## config.mk

```make
export PLATFORM = sky130hd
export DESIGN_NAME = percent_decode_validator_unit_flat
export DESIGN_NICKNAME = d
export VERILOG_FILES = /design/src/hdl/pdv_pkg.sv /design/src/hdl/pdv_in_if.sv /design/src/hdl/pdv_out_if.sv /design/src/hdl/pdv_cfg_if.sv /design/src/hdl/pdv_cfg_regs.sv /design/src/hdl/pdv_step.sv /design/src/hdl/percent_decode_validator_unit.sv /design/src/flat_wrapper.sv
export SDC_FILE = /design/constraint.sdc
export NUM_CORES = 1
export LEC_CHECK = 0
export BUFFER_PORTS_ARGS = -buffer_cell sky130_fd_sc_hd__buf_2
export CAP_MARGIN = 20
export CELL_PAD_IN_SITES_DETAIL_PLACEMENT = 1
export CELL_PAD_IN_SITES_GLOBAL_PLACEMENT = 2
export CORE_UTILIZATION = 40
export DETAILED_ROUTE_END_ITERATION = 8
export GPL_TIMING_DRIVEN = 1
export PLACE_DENSITY = 0.84
export SLEW_MARGIN = 20
export SYNTH_ARGS = -nofsm -noshare
export SYNTH_HDL_FRONTEND = slang
export SYNTH_SLANG_ARGS = --single-unit
```

## constraint.sdc

```tcl
create_clock -name clk_i -period 10.3 [get_ports clk_i]
set_clock_uncertainty 0.1 [all_clocks]
set_input_delay 1.545 -clock clk_i [delete_from_list [all_inputs] [get_ports clk_i]]
set_output_delay 1.545 -clock clk_i [all_outputs]
set_load 0.1 [all_outputs]
```

## src/hdl/pdv_pkg.sv

```systemverilog
// ----------------------------------------------------------------------------
// pdv_pkg: shared types and constants of the percent decode validator
// Character codes, phase and status codes, item structs and helper functions.
// ----------------------------------------------------------------------------
package pdv_pkg;

  localparam int unsigned CfgIdxW = 4;
  localparam int unsigned CfgDataW = 16;

  // register indexes
  localparam logic [CfgIdxW-1:0] CfgIdxCapacity  = CfgIdxW'(0);
  localparam logic [CfgIdxW-1:0] CfgIdxMultiline = CfgIdxW'(1);

  localparam logic [15:0] CapacityReset = 16'd64;

  // character codes
  localparam logic [7:0] ChPlus    = 8'h2b;
  localparam logic [7:0] ChPercent = 8'h25;
  localparam logic [7:0] ChSpace   = 8'h20;
  localparam logic [7:0] ChDel     = 8'h7f;
  localparam logic [7:0] ChTab     = 8'h09;
  localparam logic [7:0] ChCr      = 8'h0d;
  localparam logic [7:0] ChLf      = 8'h0a;
  localparam logic [7:0] ChDigit0  = 8'h30;
  localparam logic [7:0] ChDigit9  = 8'h39;
  localparam logic [7:0] ChUpperA  = 8'h41;
  localparam logic [7:0] ChUpperF  = 8'h46;
  localparam logic [7:0] ChLowerA  = 8'h61;
  localparam logic [7:0] ChLowerF  = 8'h66;
  localparam logic [7:0] HexTen    = 8'd10;

  typedef enum logic [1:0] {
    PH_NORMAL = 2'd0,
    PH_HIGH   = 2'd1,
    PH_LOW    = 2'd2,
    PH_SKIP   = 2'd3
  } phase_e;

  typedef enum logic [1:0] {
    ST_OK    = 2'd0,
    ST_TRUNC = 2'd1,
    ST_MALF  = 2'd2
  } status_e;

  typedef struct packed {
    logic [7:0] in_byte;
    logic       is_last;
    logic       no_byte;
  } in_item_t;

  typedef struct packed {
    logic [7:0] out_byte;
    logic       out_valid;
    logic       done_res;
    logic [1:0] status;
  } result_t;

  typedef struct packed {
    logic [15:0] capacity;
    logic        multiline_mode;
  } cfg_t;

  typedef struct packed {
    logic       ok;
    logic [3:0] nibble;
  } hex_t;

  function automatic hex_t hex_value(input logic [7:0] c);
    hex_t       h;
    logic [7:0] v;
    h = '0;
    v = '0;
    if (c >= ChDigit0 && c <= ChDigit9) begin
      v = c - ChDigit0;
      h.ok = 1'b1;
    end else if (c >= ChLowerA && c <= ChLowerF) begin
      v = c - ChLowerA + HexTen;
      h.ok = 1'b1;
    end else if (c >= ChUpperA && c <= ChUpperF) begin
      v = c - ChUpperA + HexTen;
      h.ok = 1'b1;
    end
    h.nibble = v[3:0];
    return h;
  endfunction

  function automatic logic byte_allowed(input logic [7:0] b, input logic multiline);
    logic brk;
    brk = multiline && (b == ChTab || b == ChCr || b == ChLf);
    return !(b == ChDel) && !(b < ChSpace && !brk);
  endfunction

endpackage

```

## src/hdl/pdv_in_if.sv

```systemverilog
// ----------------------------------------------------------------------------
// pdv_in_if: source byte channel
// Valid/ready channel carrying one raw source character per beat.
// ----------------------------------------------------------------------------
interface pdv_in_if;
  logic       valid;
  logic       ready;
  logic [7:0] in_byte;
  logic       is_last;
  logic       no_byte;

  modport source (output valid, in_byte, is_last, no_byte, input ready);
  modport sink   (input valid, in_byte, is_last, no_byte, output ready);
endinterface

```

## src/hdl/pdv_out_if.sv

```systemverilog
// ----------------------------------------------------------------------------
// pdv_out_if: result channel
// Valid/ready channel carrying one decode result per beat.
// ----------------------------------------------------------------------------
interface pdv_out_if;
  logic       valid;
  logic       ready;
  logic [7:0] out_byte;
  logic       out_valid;
  logic       done_res;
  logic [1:0] status;

  modport source (output valid, out_byte, out_valid, done_res, status, input ready);
  modport sink   (input valid, out_byte, out_valid, done_res, status, output ready);
endinterface

```

## src/hdl/pdv_cfg_if.sv

```systemverilog
// ----------------------------------------------------------------------------
// pdv_cfg_if: configuration write channel
// Valid/ready channel carrying a register index and write data per beat.
// ----------------------------------------------------------------------------
interface pdv_cfg_if;
  import pdv_pkg::*;
  logic                valid;
  logic                ready;
  logic [CfgIdxW-1:0]  index;
  logic [CfgDataW-1:0] data;

  modport source (output valid, index, data, input ready);
  modport sink   (input valid, index, data, output ready);
endinterface

```

## src/hdl/pdv_cfg_regs.sv

```systemverilog
// ----------------------------------------------------------------------------
// pdv_cfg_regs: configuration registers
// Holds capacity and multiline mode; always ready for a write beat.
// ----------------------------------------------------------------------------
module pdv_cfg_regs (
  input  logic          clk_i,
  input  logic          rst_ni,
  pdv_cfg_if.sink       cfg,
  output pdv_pkg::cfg_t cfg_o
);
  import pdv_pkg::*;

  logic [15:0] capacity_q;
  logic        multiline_q;
  logic        wr_en;

  assign cfg.ready = 1'b1;
  assign wr_en     = cfg.valid && cfg.ready;

  always_ff @(posedge clk_i or negedge rst_ni) begin
    if (!rst_ni) begin
      capacity_q  <= CapacityReset;
      multiline_q <= 1'b0;
    end else if (wr_en) begin
      if (cfg.index == CfgIdxCapacity) begin
        capacity_q <= cfg.data[15:0];
      end else if (cfg.index == CfgIdxMultiline) begin
        multiline_q <= cfg.data[0];
      end
    end
  end

  assign cfg_o.capacity       = capacity_q;
  assign cfg_o.multiline_mode = multiline_q;

endmodule

```

## src/hdl/pdv_step.sv

```systemverilog
// ----------------------------------------------------------------------------
// pdv_step: escape state machine and per-byte decode
// Computes the result of one item and updates phase, nibble and count.
// ----------------------------------------------------------------------------
module pdv_step (
  input  logic              clk_i,
  input  logic              rst_ni,
  input  logic              advance_i,
  input  pdv_pkg::in_item_t item_i,
  input  pdv_pkg::cfg_t     cfg_i,
  output pdv_pkg::result_t  result_o
);
  import pdv_pkg::*;

  phase_e      phase_q, phase_d;
  logic [3:0]  nib_q, nib_d;
  logic [15:0] cnt_q, cnt_d;

  hex_t        hv;
  logic        ends;
  logic        fin, fin_last, have_dec;
  status_e     fin_st;
  logic [7:0]  dec;
  logic [16:0] cnt_next;

  assign hv       = hex_value(item_i.in_byte);
  assign ends     = item_i.is_last || item_i.no_byte;
  assign cnt_next = {1'b0, cnt_q} + 17'd1;

  always_ff @(posedge clk_i or negedge rst_ni) begin
    if (!rst_ni) begin
      phase_q <= PH_NORMAL;
      nib_q   <= '0;
      cnt_q   <= '0;
    end else if (advance_i) begin
      phase_q <= phase_d;
      nib_q   <= nib_d;
      cnt_q   <= cnt_d;
    end
  end

  always_comb begin
    phase_d  = phase_q;
    nib_d    = nib_q;
    cnt_d    = cnt_q;
    result_o = '0;
    fin      = 1'b0;
    fin_last = 1'b0;
    fin_st   = ST_OK;
    have_dec = 1'b0;
    dec      = '0;

    if (phase_q == PH_SKIP) begin
      if (ends) begin
        phase_d = PH_NORMAL;
        nib_d   = '0;
        cnt_d   = '0;
      end
    end else if (item_i.no_byte) begin
      fin      = 1'b1;
      fin_last = 1'b1;
      if (phase_q == PH_NORMAL) begin
        fin_st = (cfg_i.capacity == '0) ? ST_TRUNC : ST_OK;
      end else begin
        fin_st = ST_MALF;
      end
    end else begin
      case (phase_q)
        PH_NORMAL: begin
          if (cnt_next >= {1'b0, cfg_i.capacity}) begin
            fin      = 1'b1;
            fin_st   = ST_TRUNC;
            fin_last = item_i.is_last;
          end else if (item_i.in_byte == ChPercent) begin
            if (item_i.is_last) begin
              fin      = 1'b1;
              fin_st   = ST_MALF;
              fin_last = 1'b1;
            end else begin
              phase_d = PH_HIGH;
            end
          end else begin
            have_dec = 1'b1;
            dec      = (item_i.in_byte == ChPlus) ? ChSpace : item_i.in_byte;
          end
        end
        PH_HIGH: begin
          if (!hv.ok || item_i.is_last) begin
            fin      = 1'b1;
            fin_st   = ST_MALF;
            fin_last = item_i.is_last;
          end else begin
            nib_d   = hv.nibble;
            phase_d = PH_LOW;
          end
        end
        default: begin
          if (!hv.ok) begin
            fin      = 1'b1;
            fin_st   = ST_MALF;
            fin_last = item_i.is_last;
          end else begin
            have_dec = 1'b1;
            dec      = {nib_q, hv.nibble};
            phase_d  = PH_NORMAL;
            nib_d    = '0;
          end
        end
      endcase

      if (have_dec) begin
        if (!byte_allowed(dec, cfg_i.multiline_mode)) begin
          fin      = 1'b1;
          fin_st   = ST_MALF;
          fin_last = item_i.is_last;
        end else begin
          result_o.out_byte  = dec;
          result_o.out_valid = 1'b1;
          cnt_d              = cnt_next[15:0];
          if (item_i.is_last) begin
            fin      = 1'b1;
            fin_st   = ST_OK;
            fin_last = 1'b1;
          end
        end
      end
    end

    // finishing either restarts the string or skips to its end
    if (fin) begin
      result_o.done_res = 1'b1;
      result_o.status   = fin_st;
      if (fin_st == ST_OK || fin_last) begin
        phase_d = PH_NORMAL;
        nib_d   = '0;
        cnt_d   = '0;
      end else begin
        phase_d = PH_SKIP;
      end
    end
  end

endmodule

```

## src/hdl/percent_decode_validator_unit.sv

```systemverilog
// ----------------------------------------------------------------------------
// percent_decode_validator_unit: streaming form-field decoder with validation
// Decodes '+' and percent escapes, checks decoded bytes and the output limit.
// ----------------------------------------------------------------------------
// Each accepted source beat yields exactly one result beat, via the input
// register and the result register. A new source beat is taken every cycle
// unless the output side stalls: the per-byte decode is a single pass of
// compares and a 16-bit count add that sits between the input register and
// the result register, and the escape state updates as each beat moves into
// the result register. Configuration writes are taken at any time (ready is
// tied high) and should be issued only while no string is in flight.
module percent_decode_validator_unit (
  input  logic      clk_i,
  input  logic      rst_ni,
  pdv_in_if.sink    in_i,
  pdv_out_if.source out_o,
  pdv_cfg_if.sink   cfg_i
);
  import pdv_pkg::*;

  cfg_t     cfg;
  in_item_t in_item;

  // input register stage
  logic     s1_valid_q;
  in_item_t s1_item_q;

  // result register stage
  logic     res_valid_q;
  result_t  res_q;
  result_t  step_res;

  logic     advance;
  logic     in_beat;

  pdv_cfg_regs u_cfg_regs (
    .clk_i  (clk_i),
    .rst_ni (rst_ni),
    .cfg    (cfg_i),
    .cfg_o  (cfg)
  );

  // the stage-1 beat moves on when the result register is free or draining
  assign advance    = s1_valid_q && (!res_valid_q || out_o.ready);
  assign in_i.ready = !s1_valid_q || advance;
  assign in_beat    = in_i.valid && in_i.ready;

  assign in_item.in_byte = in_i.in_byte;
  assign in_item.is_last = in_i.is_last;
  assign in_item.no_byte = in_i.no_byte;

  always_ff @(posedge clk_i or negedge rst_ni) begin
    if (!rst_ni) begin
      s1_valid_q <= 1'b0;
    end else if (in_i.ready) begin
      s1_valid_q <= in_i.valid;
    end
  end

  always_ff @(posedge clk_i) begin
    if (in_beat) begin
      s1_item_q <= in_item;
    end
  end

  pdv_step u_step (
    .clk_i     (clk_i),
    .rst_ni    (rst_ni),
    .advance_i (advance),
    .item_i    (s1_item_q),
    .cfg_i     (cfg),
    .result_o  (step_res)
  );

  always_ff @(posedge clk_i or negedge rst_ni) begin
    if (!rst_ni) begin
      res_valid_q <= 1'b0;
    end else if (advance) begin
      res_valid_q <= 1'b1;
    end else if (out_o.ready) begin
      res_valid_q <= 1'b0;
    end
  end

  always_ff @(posedge clk_i) begin
    if (advance) begin
      res_q <= step_res;
    end
  end

  assign out_o.valid     = res_valid_q;
  assign out_o.out_byte  = res_q.out_byte;
  assign out_o.out_valid = res_q.out_valid;
  assign out_o.done_res  = res_q.done_res;
  assign out_o.status    = res_q.status;

endmodule
```

## src/flat_wrapper.sv

```systemverilog
// flat-port wrapper written by rule: the top's interface ports become plain ports
module percent_decode_validator_unit_flat import pdv_pkg::*;
  (clk_i, rst_ni, in_i_valid, in_i_in_byte, in_i_is_last, in_i_no_byte, in_i_ready, out_o_valid, out_o_out_byte, out_o_out_valid, out_o_done_res, out_o_status, out_o_ready, cfg_i_valid, cfg_i_index, cfg_i_data, cfg_i_ready);
  pdv_in_if in_i_i ();
  pdv_out_if out_o_i ();
  pdv_cfg_if cfg_i_i ();
  input  logic clk_i;
  input  logic rst_ni;
  input wire logic [$bits(in_i_i.valid)-1:0] in_i_valid;
  input wire logic [$bits(in_i_i.in_byte)-1:0] in_i_in_byte;
  input wire logic [$bits(in_i_i.is_last)-1:0] in_i_is_last;
  input wire logic [$bits(in_i_i.no_byte)-1:0] in_i_no_byte;
  output wire logic [$bits(in_i_i.ready)-1:0] in_i_ready;
  output wire logic [$bits(out_o_i.valid)-1:0] out_o_valid;
  output wire logic [$bits(out_o_i.out_byte)-1:0] out_o_out_byte;
  output wire logic [$bits(out_o_i.out_valid)-1:0] out_o_out_valid;
  output wire logic [$bits(out_o_i.done_res)-1:0] out_o_done_res;
  output wire logic [$bits(out_o_i.status)-1:0] out_o_status;
  input wire logic [$bits(out_o_i.ready)-1:0] out_o_ready;
  input wire logic [$bits(cfg_i_i.valid)-1:0] cfg_i_valid;
  input wire logic [$bits(cfg_i_i.index)-1:0] cfg_i_index;
  input wire logic [$bits(cfg_i_i.data)-1:0] cfg_i_data;
  output wire logic [$bits(cfg_i_i.ready)-1:0] cfg_i_ready;
  assign in_i_i.valid = in_i_valid;
  assign in_i_i.in_byte = in_i_in_byte;
  assign in_i_i.is_last = in_i_is_last;
  assign in_i_i.no_byte = in_i_no_byte;
  assign in_i_ready = in_i_i.ready;
  assign out_o_valid = out_o_i.valid;
  assign out_o_out_byte = out_o_i.out_byte;
  assign out_o_out_valid = out_o_i.out_valid;
  assign out_o_done_res = out_o_i.done_res;
  assign out_o_status = out_o_i.status;
  assign out_o_i.ready = out_o_ready;
  assign cfg_i_i.valid = cfg_i_valid;
  assign cfg_i_i.index = cfg_i_index;
  assign cfg_i_i.data = cfg_i_data;
  assign cfg_i_ready = cfg_i_i.ready;
  percent_decode_validator_unit u_core (.clk_i(clk_i), .rst_ni(rst_ni), .in_i(in_i_i), .out_o(out_o_i), .cfg_i(cfg_i_i));
endmodule
```

==> metrics, run 1 <==
Slew @ Worst Pin=1.04 ns; largest net degree at the start of global routing=42; antenna viol nets, final=0; first-pass GRT wire length=roughly 20000 µm; yosys synthesis warning count=0; Die X=between 100 and 150 µm; DR vias/cell=5.84; Peak supply drop=approximately 0.12 mV; placed cells=about 600; register area=1690 µm²; diode count=0; worst r2r src=u_core.u_step.cnt_q[0]$_DFFE_PN0P_; CTS Buffer Depth=2; Final Hold Fails=0; cts hold-fix bufs=0; post-synthesis instance area=between 4000 and 5000 µm²; Top cell by count, worst path=nand3_1; max-slew violations=0; WL per Instance=around 19 µm; fin cells=623; ys async rst share=about two thirds; Critical-path top delay cell=o211ai_1; clock slew at reported path FFs=roughly 0.08 ns; register bit total from synthesis=63; DRC errors left=0; Remaining Overflow, GRT=0; Die Y=104 µm; syn_area_per_cell=9.35 µm²; RD Place Congestion=0.864; Synth cell types=74; initial antenna violation count=0; Initial Util=roughly two fifths; root buffer cell=clkbuf_8; Area growth syn-to-layout=12.7%; post-CTS sizing=0; H-tree Lvls=3; Tightest Hold Check Type=flop to flop; crit path time final=6.03 ns; final setup fails=0; port bufs=48; CP max FO=17; area of the multi-input gates=around 2200 µm²; WP data arrival=6.18 ns; Boundary Pins=50; Slew HR=30.5%; vias in the first global route=about 3.8k; setup tns final=0 ns; RSZ-0062 raised after global routing=no; CP peak stage delay=0.87 ns; final critical-path share of the clock period=between 50 and 60%; Detailed Routing Iterations Pass 1=4; CTS buffer count=9; Post-synth EDFFs=22; r2r setup slk=between 4 and 5 ns; total setup buffers inserted after CTS=0; MaxCap Viol Count=0; via count=between 3k and 4k; Hold Crit Endpoint=u_core.out_o.valid$_DFFE_PN0P_; DRT iter0 DRCs=around 130; layout cells sized above 1=between 10% and 20%; FP Rows=36; Setup WS post-layout=approximately 4.3 ns; die area=between 10000 and 15000 µm²; syn nets=approximately 500; Cells after Synth=around 440; placed instance area=4470 µm²; status=finished clean; register area share after synthesis=between 40% and 50%; WP data required=roughly 10 ns; Final nets=roughly 540; core area=just under 10000 µm²; Detailed Place HPWL=a little under 9000 µm; Startpoint Class=flop; Total GRT Usage=roughly a quarter; Most used DFF post-synth=dfrtp_1; Worst Setup End Kind=flop; FF-to-FF End=u_core.u_step.cnt_q[0]$_DFFE_PN0P_; critical path class=flop to flop; FF-to-FF path depth=20; Clock Latency Late Sink=between 0.3 and 0.4 ns; Sink Count=63; Hold Crit Start=u_core.s1_valid_q$_DFFE_PN0N_; WL final=between 10000 and 15000 µm; CTS tree=yes; Layout Utilization=between 40% and 50%; number of fill cells in the layout=1195; hold depth=1; Power Density=about 190 nW/µm²; Leakage Power=around 2 nW; pre-CTS WS=around 4.4 ns; Max Freq=approximately 0.17 GHz; cells along the critical path=ha_1 > and3_1 > nand3_1 > inv_1 > nand3_1 > inv_1 > nand3_1 > nor2_1 > xor2_1 > ha_1 > nand3_1 > nor2_1 > a31oi_1 > nand4_1 > o22ai_1 > o2111ai_1 > o211ai_1 > or2_1 > nor2_2 > mux2_2; fin area=about 4700 µm²
worst max-delay path by stage:
stage / startpoint / to / slack, ns / cells after the start
2_1_floorplan: u_core.u_step.cnt_q[0]$_DFFE_PN0P_ / u_core.u_step.cnt_q[15]$_DFFE_PN0P_ / 6.04 / 21
3_3_place_gp: u_core.u_step.cnt_q[0]$_DFFE_PN0P_ / u_core.u_step.cnt_q[0]$_DFFE_PN0P_ / 4.71 / 20
3_5_place_dp: u_core.u_step.cnt_q[0]$_DFFE_PN0P_ / u_core.u_step.cnt_q[0]$_DFFE_PN0P_ / 4.41 / 20
4_1_cts: u_core.u_step.cnt_q[0]$_DFFE_PN0P_ / u_core.u_step.cnt_q[0]$_DFFE_PN0P_ / 4.38 / 20
5_1_grt: u_core.u_step.cnt_q[0]$_DFFE_PN0P_ / u_core.u_step.cnt_q[0]$_DFFE_PN0P_ / 3.83 / 20
6_report: u_core.u_step.cnt_q[0]$_DFFE_PN0P_ / u_core.u_step.cnt_q[0]$_DFFE_PN0P_ / 4.27 / 20
kinds of logic (layout without fill, tap and decap cells):
kind of cell / after synthesis / after routing / synth area share, %
xor gates and xnor gates: 16 / 16 / 3.38
AOI/OAI and AO/OA: 133 / 133 / 23.7
other: 1 / 1 / 0.0905
muxes: 3 / 3 / 0.815
buffers and inverters: 61 / 108 / 6.22
DFF: 63 / 63 / 40.7
adders and majority gates: 24 / 24 / 7.25
and+or+nand+nor: 142 / 142 / 17.8
final cells by class:
class,count,area share (%)
Inverter,42,3.38
Tap cell,133,3.56
Timing Repair Buffer,50,5.52
Multi-Input combinational cell,319,47.2
Sequential cell,63,36.2
Clock inverter,7,1.53
Clock buffer,9,2.65
metal layers:
layer	vias up	GRT usage (%)	share of wire (%)
li1	1728	-	-
met1	1810	34.0	49
met2	86	36.8	45
met3	15	4.85	4.1
met4	0	6.53	1.4
met5	-	0	0
metrics by stage:
stage	hold slack [ns]	power (W)
final	0.401	0.000881
after global routing	0.442	0.000930
after floorplan	0.357	0.000572
after detailed placement	0.385	0.000656
after CTS	0.406	0.000882
after global placement	0.377	0.000645
cells in the mapped netlist, drive strengths merged (3+ instances only):
| cell | number | share of area, % |
|---|---|---|
| nor4 | 9 | 1.4 |
| and2 | 6 | 0.91 |
| a22o | 5 | 1.1 |
| a31o | 3 | 0.63 |
| mux2 | 3 | 0.82 |
| nand4 | 11 | 1.7 |
| and3 | 8 | 1.2 |
| a21o | 3 | 0.54 |
| o2111ai | 3 | 0.63 |
| nand2 | 42 | 4.0 |
| o41ai | 9 | 1.9 |
| dfrtp | 40 | 24 |
| o31a | 9 | 1.9 |
| o31ai | 7 | 1.9 |
| nand2b | 5 | 0.76 |
| inv | 42 | 3.8 |
| xnor2 | 11 | 2.3 |
| a211oi | 3 | 0.66 |
| edfxtp | 22 | 16 |
| ha | 24 | 7.2 |
| o32ai | 4 | 0.85 |
| nor3 | 6 | 0.72 |
| nor2 | 30 | 2.8 |
| a21oi | 11 | 1.4 |
| buf | 9 | 1.5 |
| o22ai | 3 | 0.45 |
| nand3 | 11 | 1.3 |
| clkbuf | 10 | 0.91 |
| a31oi | 11 | 2.0 |
| o21ai | 39 | 4.8 |
| o211ai | 3 | 0.54 |
| or2 | 3 | 0.45 |
| xor2 | 5 | 1.1 |
power breakdown:
group,total (W),switching [W],internal (W)
Sequential,0.000314,0.0000199,0.000295
Combinational,0.000340,0.000248,0.0000925
Clock,0.000227,0.000114,0.000112
flip-flops by register name, summed over array words and instances, names as in the netlist:
name / count
u_core.out_o.out_valid: 1
u_core.s1_item_q: 10
u_core.out_o.status: 2
u_core.u_cfg_regs.capacity_q: 16
u_core.u_step.nib_q: 4
u_core.out_o.out_byte: 8
u_core.out_o.valid: 1
u_core.u_step.phase_q: 2
u_core.s1_valid_q: 1
u_core.u_step.cnt_q: 16
u_core.u_cfg_regs.multiline_q: 1
u_core.out_o.done_res: 1
layout by cell type (no fill, tap or decap), drive strengths merged, types with 22 or more instances in the layout:
master	n
ha	24
nor2	30
o21ai	39
dfrtp	40
edfxtp	22
buf	50
nand2	42
inv	44
worst max-delay path, delay by kind of cell, from the launching register on:
family	cells	cell delay [ns]
AND/OR/NAND/NOR	10	2.44
AO/OA/AOI/OAI	4	1.63
buffers and inverters	2	0.21
flip-flops	1	0.43
XOR/XNOR	1	0.23
adder cells (fa/ha/maj)	2	0.56
multiplexers	1	0.31
Power figures use the tool's default switching activity.
==> run 2: changes to the inputs <==
--- a/config.mk
+++ b/config.mk
@@ -9,10 +9,10 @@
 export CAP_MARGIN = 20
 export CELL_PAD_IN_SITES_DETAIL_PLACEMENT = 1
 export CELL_PAD_IN_SITES_GLOBAL_PLACEMENT = 2
-export CORE_UTILIZATION = 40
+export CORE_UTILIZATION = 37
 export DETAILED_ROUTE_END_ITERATION = 8
 export GPL_TIMING_DRIVEN = 1
-export PLACE_DENSITY = 0.84
+export PLACE_DENSITY = 0.79
 export SLEW_MARGIN = 20
 export SYNTH_ARGS = -nofsm -noshare
 export SYNTH_HDL_FRONTEND = slang
==> constraint.sdc (replaced) <==
create_clock -name clk_i -period 6.3 [get_ports clk_i]
set_clock_uncertainty 0.1 [all_clocks]
set_input_delay 0.945 -clock clk_i [delete_from_list [all_inputs] [get_ports clk_i]]
set_output_delay 0.945 -clock clk_i [all_outputs]
set_load 0.1 [all_outputs]
==> run 2 against run 1 <==
Compared with the run above: routed wire length is 1.4% lower; sequential cell count stayed put; fmax is 9.5% higher; non-clock buffer count is 1 higher; global-route usage is 2.3 points lower; final cell count is 1.3% higher; worst setup slack worse by 3.5 ns; hold slack worse by 0.0017 ns; core utilization is 3.6 points lower; critical path depth stayed put; count of clock-buffer cells in the layout is 4 higher; sequential share of layout area is 0.50 points lower; critical path type unchanged; critical endpoint unchanged; largest cell class unchanged.
==> metrics, run 2 (synthesis results as in run 1) <==
clock slew at reported path FFs=0.08 ns (about the same); Total GRT Usage=21.5% (was 23.9%); final critical-path share of the clock period=87.4% (was 58.5%); initial antenna violation count=0 (unchanged); commonest cells after routing, fill and taps aside=buf_2, inv_1, nand2_1, dfrtp_1, o21ai_0 (unchanged); Clock Latency Late Sink=0.36 ns (was 0.37 ns); root buffer cell=clkbuf_8 (unchanged); Slew HR=40.3% (was 30.5%); cts hold-fix bufs=0 (unchanged); CTS buffer count=9 (unchanged); Net Sw Frac=40.4% (was 43.4%); Peak supply drop=0.180 mV (was 0.116 mV); Max Freq=0.182 GHz (was 0.166 GHz); final setup fails=0 (unchanged); met3 wire length=390 µm (was 492 µm); diode count=0 (unchanged); Startpoint Class=flop (unchanged); critical path class=flop to flop (unchanged); largest net degree at the start of global routing=42 (unchanged); P_int=0.000891 W (was 0.000499 W); via count=3585 (was 3639); Tightest Hold Check Type=flop to flop (unchanged); Die X=108 µm (was 104 µm); WL per Instance=18.8 µm (was 19.3 µm); CTS tree=yes (unchanged); Seq pwr share=34.3% (was 35.7%); Sink Count=63 (unchanged); Detailed Place HPWL=8780 µm (was 8940 µm); Die Y=108 µm (was 104 µm); Boundary Pins=50 (unchanged); setup tns final=0 ns (unchanged); RSZ-0062 raised after global routing=no (unchanged); Final Hold Fails=0 (unchanged); Worst Setup End Kind=flop (unchanged); Regs by FF count=u_core.u_cfg_regs.capacity_q: 16 flops, u_core.u_step.cnt_q: 16 flops, u_core.s1_item_q: 10 flops (unchanged); vias in the first global route=3564 (was 3837); MaxCap Viol Count=0 (unchanged); Clock power frac=28.5% (was 25.7%); DRT iter0 DRCs=180 (was 134); WL final=11900 µm (was 12000 µm); crit path time final=5.51 ns (was 6.03 ns); fin cells=631 (was 623); Initial Util=38.0% (was 41.8%); placed cells=614 (was 607); DR vias/cell=5.68 (was 5.84); Power Density=316 nW/µm² (was 189 nW/µm²); max-slew violations=0 (unchanged); Met2 Wirelength=5340 µm (was 5410 µm); FP Rows=38 (was 36); Detailed Routing Iterations Pass 1=4 (unchanged); WP data required=6.45 ns (was 10.45 ns); die area=11600 µm² (was 10800 µm²); Leakage Power=2.03 nW (was 2.00 nW); H-tree Lvls=3 (unchanged); Tot Pwr=0.00150 W (was 0.000881 W); area of the multi-input gates=2200 µm² (unchanged); number of fill cells in the layout=1282 (was 1195); register area=1690 µm² (unchanged); Met1 Wirelength=5950 µm (was 5940 µm); Remaining Overflow, GRT=0 (unchanged); WP data arrival=5.66 ns (was 6.18 ns); CTS Buffer Depth=2 (unchanged); DRC errors left=0 (unchanged); first-pass GRT wire length=18900 µm (was 20200 µm); RD Place Congestion=0.863 (was 0.864); Final nets=545 (was 544); port bufs=48 (unchanged); layout cells sized above 1=17.7% (was 17.6%); Sw Pwr=0.000605 W (was 0.000382 W); status=finished clean (unchanged); Comb power frac=37.2% (was 38.6%); Highest Signal Layer=met4 (unchanged); antenna viol nets, final=0 (unchanged); leading cell type in the layout, fill and taps excluded=buf_2 (unchanged); CP max FO=17 (unchanged); Slew @ Worst Pin=0.895 ns (was 1.04 ns); core area=10900 µm² (was 9910 µm²); Area growth syn-to-layout=14.3% (was 12.7%)
[run 2: cell types whose count changed in the layout (fill, tap and decap cells not counted), sizes merged]
cell / delta
clkbuf: +4
buf: +1
clkinvlp: -1
clkinv: -2
inv: -1
[run 2: worst max-delay path, cell delays in order (launching register included)]
cell and delay, ns:
dfrtp_1 0.43, ha_1 0.24, and3_1 0.27, nand3_1 0.17, inv_1 0.12, nand3_1 0.16, inv_1 0.09, nand3_1 0.16
nor2_1 0.17, xor2_1 0.22, ha_1 0.29, nand3_1 0.07, nor2_1 0.07, a31oi_1 0.22, nand4_1 0.45, o41ai_1 0.53
o21ai_1 0.17, a31oi_4 0.54, or2_2 0.45, nor2_2 0.17, mux2_2 0.29
[run 2: final cells by class]
cell class / count / area share, %
Tap cell: 140 / 3.70
Clock buffer: 13 / 4.28
Timing Repair Buffer: 51 / 5.60
Multi-Input combinational cell: 319 / 46.6
Inverter: 42 / 3.33
Clock inverter: 3 / 0.872
Sequential cell: 63 / 35.7
[run 2: worst paths after layout]
check                                                         from                            endpoint  slack (ns)  cells after the start
min in group asynchronous                                   rst_ni  u_core.u_step.nib_q[3]$_DFFE_PN0P_        0.49                      1
worst max-delay path            u_core.u_step.cnt_q[0]$_DFFE_PN0P_  u_core.u_step.cnt_q[0]$_DFFE_PN0P_        0.79                     20
max in group asynchronous                                   rst_ni  u_core.u_step.cnt_q[8]$_DFFE_PN0P_        5.22                      1
worst min-delay path                 u_core.s1_valid_q$_DFFE_PN0N_      u_core.out_o.valid$_DFFE_PN0P_        0.40                      1
worst max register to register  u_core.u_step.cnt_q[0]$_DFFE_PN0P_  u_core.u_step.cnt_q[0]$_DFFE_PN0P_        0.79                     20
worst min register to register       u_core.s1_valid_q$_DFFE_PN0N_      u_core.out_o.valid$_DFFE_PN0P_        0.40                      1
[run 2: metrics by stage]
step           worst slack, ns  util [%]  hold slack [ns]  instance area [µm²]
5_1_grt                  0.189      43.5            0.430                 4730
2_1_floorplan             2.04         -            0.357                 4140
6_report                 0.793      43.5            0.400                 4730
3_5_place_dp             0.508      41.1            0.399                 4480
4_1_cts                  0.465      43.4            0.403                 4720
3_3_place_gp             0.725      41.1            0.385                 4480
[run 2: per-layer routing]
layer / GRT usage [%] / vias up
met5: 0 / -
met4: 6.26 / 0
met3: 4.06 / 14
met2: 33.2 / 63
met1: 30.5 / 1780
li1: - / 1728
[run 2: power groups by stage]
stage               Combinational [W]  Clock (W)  Sequential [W]
floorplan                    0.000340          0        0.000596
global placement             0.000539          0        0.000520
detailed placement           0.000547          0        0.000520
CTS                          0.000551   0.000440        0.000513
global route                 0.000603   0.000455        0.000519
finish                       0.000557   0.000426        0.000513
[run 2: what timing repair did]
| item | CTS | global route |
|---|---|---|
| gates resized for setup | 0 | 1 |
| buffers inserted | 0 | 1 |
| endpoints found under the setup margin | 0 | 11 |
==> run 3: changes to the inputs <==
--- a/config.mk
+++ b/config.mk
@@ -12,7 +12,7 @@
 export CORE_UTILIZATION = 37
 export DETAILED_ROUTE_END_ITERATION = 8
 export GPL_TIMING_DRIVEN = 1
-export PLACE_DENSITY = 0.79
+export PLACE_DENSITY_LB_ADDON = 0.25
 export SLEW_MARGIN = 20
 export SYNTH_ARGS = -nofsm -noshare
 export SYNTH_HDL_FRONTEND = slang
==> run 3 against run 2 <==
Compared with the run above: routed wire length fell by 0.78%; combinational power rose by 0.7%; sequential share of layout area rose by 0.34 points; sequential cell count did not move; via count rose by 1.4%; sequential power barely moved; register-to-register slack got worse by 0.06 ns; hold slack improved by 0.0017 ns; global-route usage rose by 0.29 points; count of clock-buffer cells in the layout fell by 1; critical path type unchanged; highest routed layer unchanged.
==> metrics, run 3 (synthesis results as in run 1) <==
critical path class=flop to flop (unchanged); Max Freq=0.180 GHz (was 0.182 GHz); diode count=0 (unchanged); WP data arrival=5.72 ns (was 5.66 ns); DR vias/cell=5.75 (was 5.68); Peak supply drop=0.201 mV (was 0.180 mV); via count=3634 (was 3585); Worst Setup End Kind=flop (unchanged); Final nets=546 (was 545); fin cells=632 (was 631); vias in the first global route=3706 (was 3564); Layout Utilization=43.1% (was 43.5%); initial antenna violation count=0 (unchanged); antenna viol nets, final=0 (unchanged); CP max FO=17 (unchanged); CTS buffer count=9 (unchanged); placed cells=614 (unchanged); CTS Buffer Depth=2 (unchanged); Slew @ Worst Pin=0.929 ns (was 0.895 ns); WL final=11800 µm (was 11900 µm); final critical-path share of the clock period=88.4% (was 87.4%); DRC errors left=0 (unchanged); Die Y=108 µm (unchanged); Power Density=304 nW/µm² (was 316 nW/µm²); die area=11600 µm² (unchanged); Boundary Pins=50 (unchanged); Area growth syn-to-layout=13.2% (was 14.3%); Tightest Hold Check Type=flop to flop (unchanged); layout cells sized above 1=17.9% (was 17.7%); leading cell type in the layout, fill and taps excluded=buf_2 (unchanged); DRT iter0 DRCs=224 (was 180); WP data required=6.45 ns (about the same); Leakage Power=2.00 nW (was 2.03 nW); setup tns final=0 ns (unchanged); Startpoint Class=flop (unchanged); Die X=108 µm (unchanged); Detailed Routing Iterations Pass 1=4 (unchanged); FP Rows=38 (unchanged); root buffer cell=clkbuf_8 (unchanged); port bufs=48 (unchanged); RD Place Congestion=0.873 (was 0.863); H-tree Lvls=3 (unchanged); Detailed Place HPWL=8880 µm (was 8780 µm); WHS=0.402 ns (was 0.400 ns); RSZ-0062 raised after global routing=no (unchanged); crit path time final=5.57 ns (was 5.51 ns); clock slew at reported path FFs=0.09 ns (was 0.08 ns); Final Hold Fails=0 (unchanged); max-slew violations=0 (unchanged); Clock Latency Late Sink=0.36 ns (about the same); Total GRT Usage=21.8% (was 21.5%); Sink Count=63 (unchanged); FF-to-FF path depth=20 (unchanged); status=finished clean (unchanged); hold depth=1 (unchanged); first-pass GRT wire length=19200 µm (was 18900 µm); Slew HR=38.0% (was 40.3%); MaxCap Viol Count=0 (unchanged); largest net degree at the start of global routing=42 (unchanged); final setup fails=0 (unchanged); CTS tree=yes (unchanged); core area=10900 µm² (unchanged); WL per Instance=18.6 µm (was 18.8 µm); commonest cells after routing, fill and taps aside=buf_2, inv_1, nand2_1, dfrtp_1, o21ai_0 (unchanged); Initial Util=38.0% (unchanged); Remaining Overflow, GRT=0 (unchanged); Regs by FF count=u_core.u_cfg_regs.capacity_q: 16 flops, u_core.u_step.cnt_q: 16 flops, u_core.s1_item_q: 10 flops (unchanged)
run 3: cell types whose count changed in the layout (fill, tap and decap cells not counted):
cell,delta
buf_4,+1
bufinv_16,-1
clkbuf_16,-2
clkbuf_8,+1
clkinvlp_4,+1
inv_4,+1
run 3: worst paths after layout:
check                                                    from                                  to  slack [ns]
min reg2reg                     u_core.s1_valid_q$_DFFE_PN0N_      u_core.out_o.valid$_DFFE_PN0P_        0.40
min in group asynchronous                              rst_ni  u_core.u_step.cnt_q[1]$_DFFE_PN0P_        0.48
max in group asynchronous                              rst_ni  u_core.u_step.nib_q[1]$_DFFE_PN0P_        5.22
max                        u_core.u_step.cnt_q[0]$_DFFE_PN0P_  u_core.u_step.cnt_q[0]$_DFFE_PN0P_        0.73
min                             u_core.s1_valid_q$_DFFE_PN0N_      u_core.out_o.valid$_DFFE_PN0P_        0.40
max reg2reg                u_core.u_step.cnt_q[0]$_DFFE_PN0P_  u_core.u_step.cnt_q[0]$_DFFE_PN0P_        0.73
run 3: layout make-up:
type	count	area [µm²]
multi-input combinational	319	2200
sequential	63	1690
inverter	42	158
fill	1297	6200
clock inverter	4	25.0
timing repair buffer	52	273
clock buffer	12	166
tap	140	175
run 3: per-layer routing:
metal / share of wire, % / vias to the layer above / global-route usage [%]
li1: - / 1734 / -
met1: 51 / 1815 / 31.4
met2: 45 / 74 / 33.3
met3: 3.4 / 11 / 4.12
met4: 1.1 / 0 / 5.77
met5: 0 / - / 0
run 3: repair_timing:
action	CTS	global route
buffers inserted	0	2
endpoints found under the setup margin	0	9
hold buffers	0	0
gates resized for setup	0	1
run 3: through the flow:
step	power (W)	setup WS, ns	area [µm²]
6_report	0.00142	0.731	4690
3_3_place_gp	0.00106	0.703	4480
3_5_place_dp	0.00107	0.459	4480
5_1_grt	0.00151	0.240	4690
2_1_floorplan	0.000936	2.04	4140
4_1_cts	0.00142	0.432	4670
run 3: worst max-delay path, stage by stage, from the launching register on:
cell,delay [ns]
dfrtp_1,0.43
ha_1,0.27
and3_1,0.28
nand3_1,0.16
inv_1,0.11
nand3_1,0.16
inv_1,0.09
nand3_1,0.16
nor2_1,0.17
xor2_1,0.21
ha_1,0.29
nand3_1,0.08
nor2_1,0.07
a31oi_1,0.23
nand4_1,0.47
nor4_1,0.53
o21ai_1,0.18
a31oi_4,0.54
or2_2,0.45
nor2_2,0.17
mux2_2,0.29
run 3: power by group:
group	leakage [nW]	total, W	internal (W)	switching [W]
Sequential	0.743	0.000513	0.000482	0.0000310
Clock	0.0984	0.000350	0.000177	0.000173
Combinational	1.16	0.000561	0.000158	0.000403
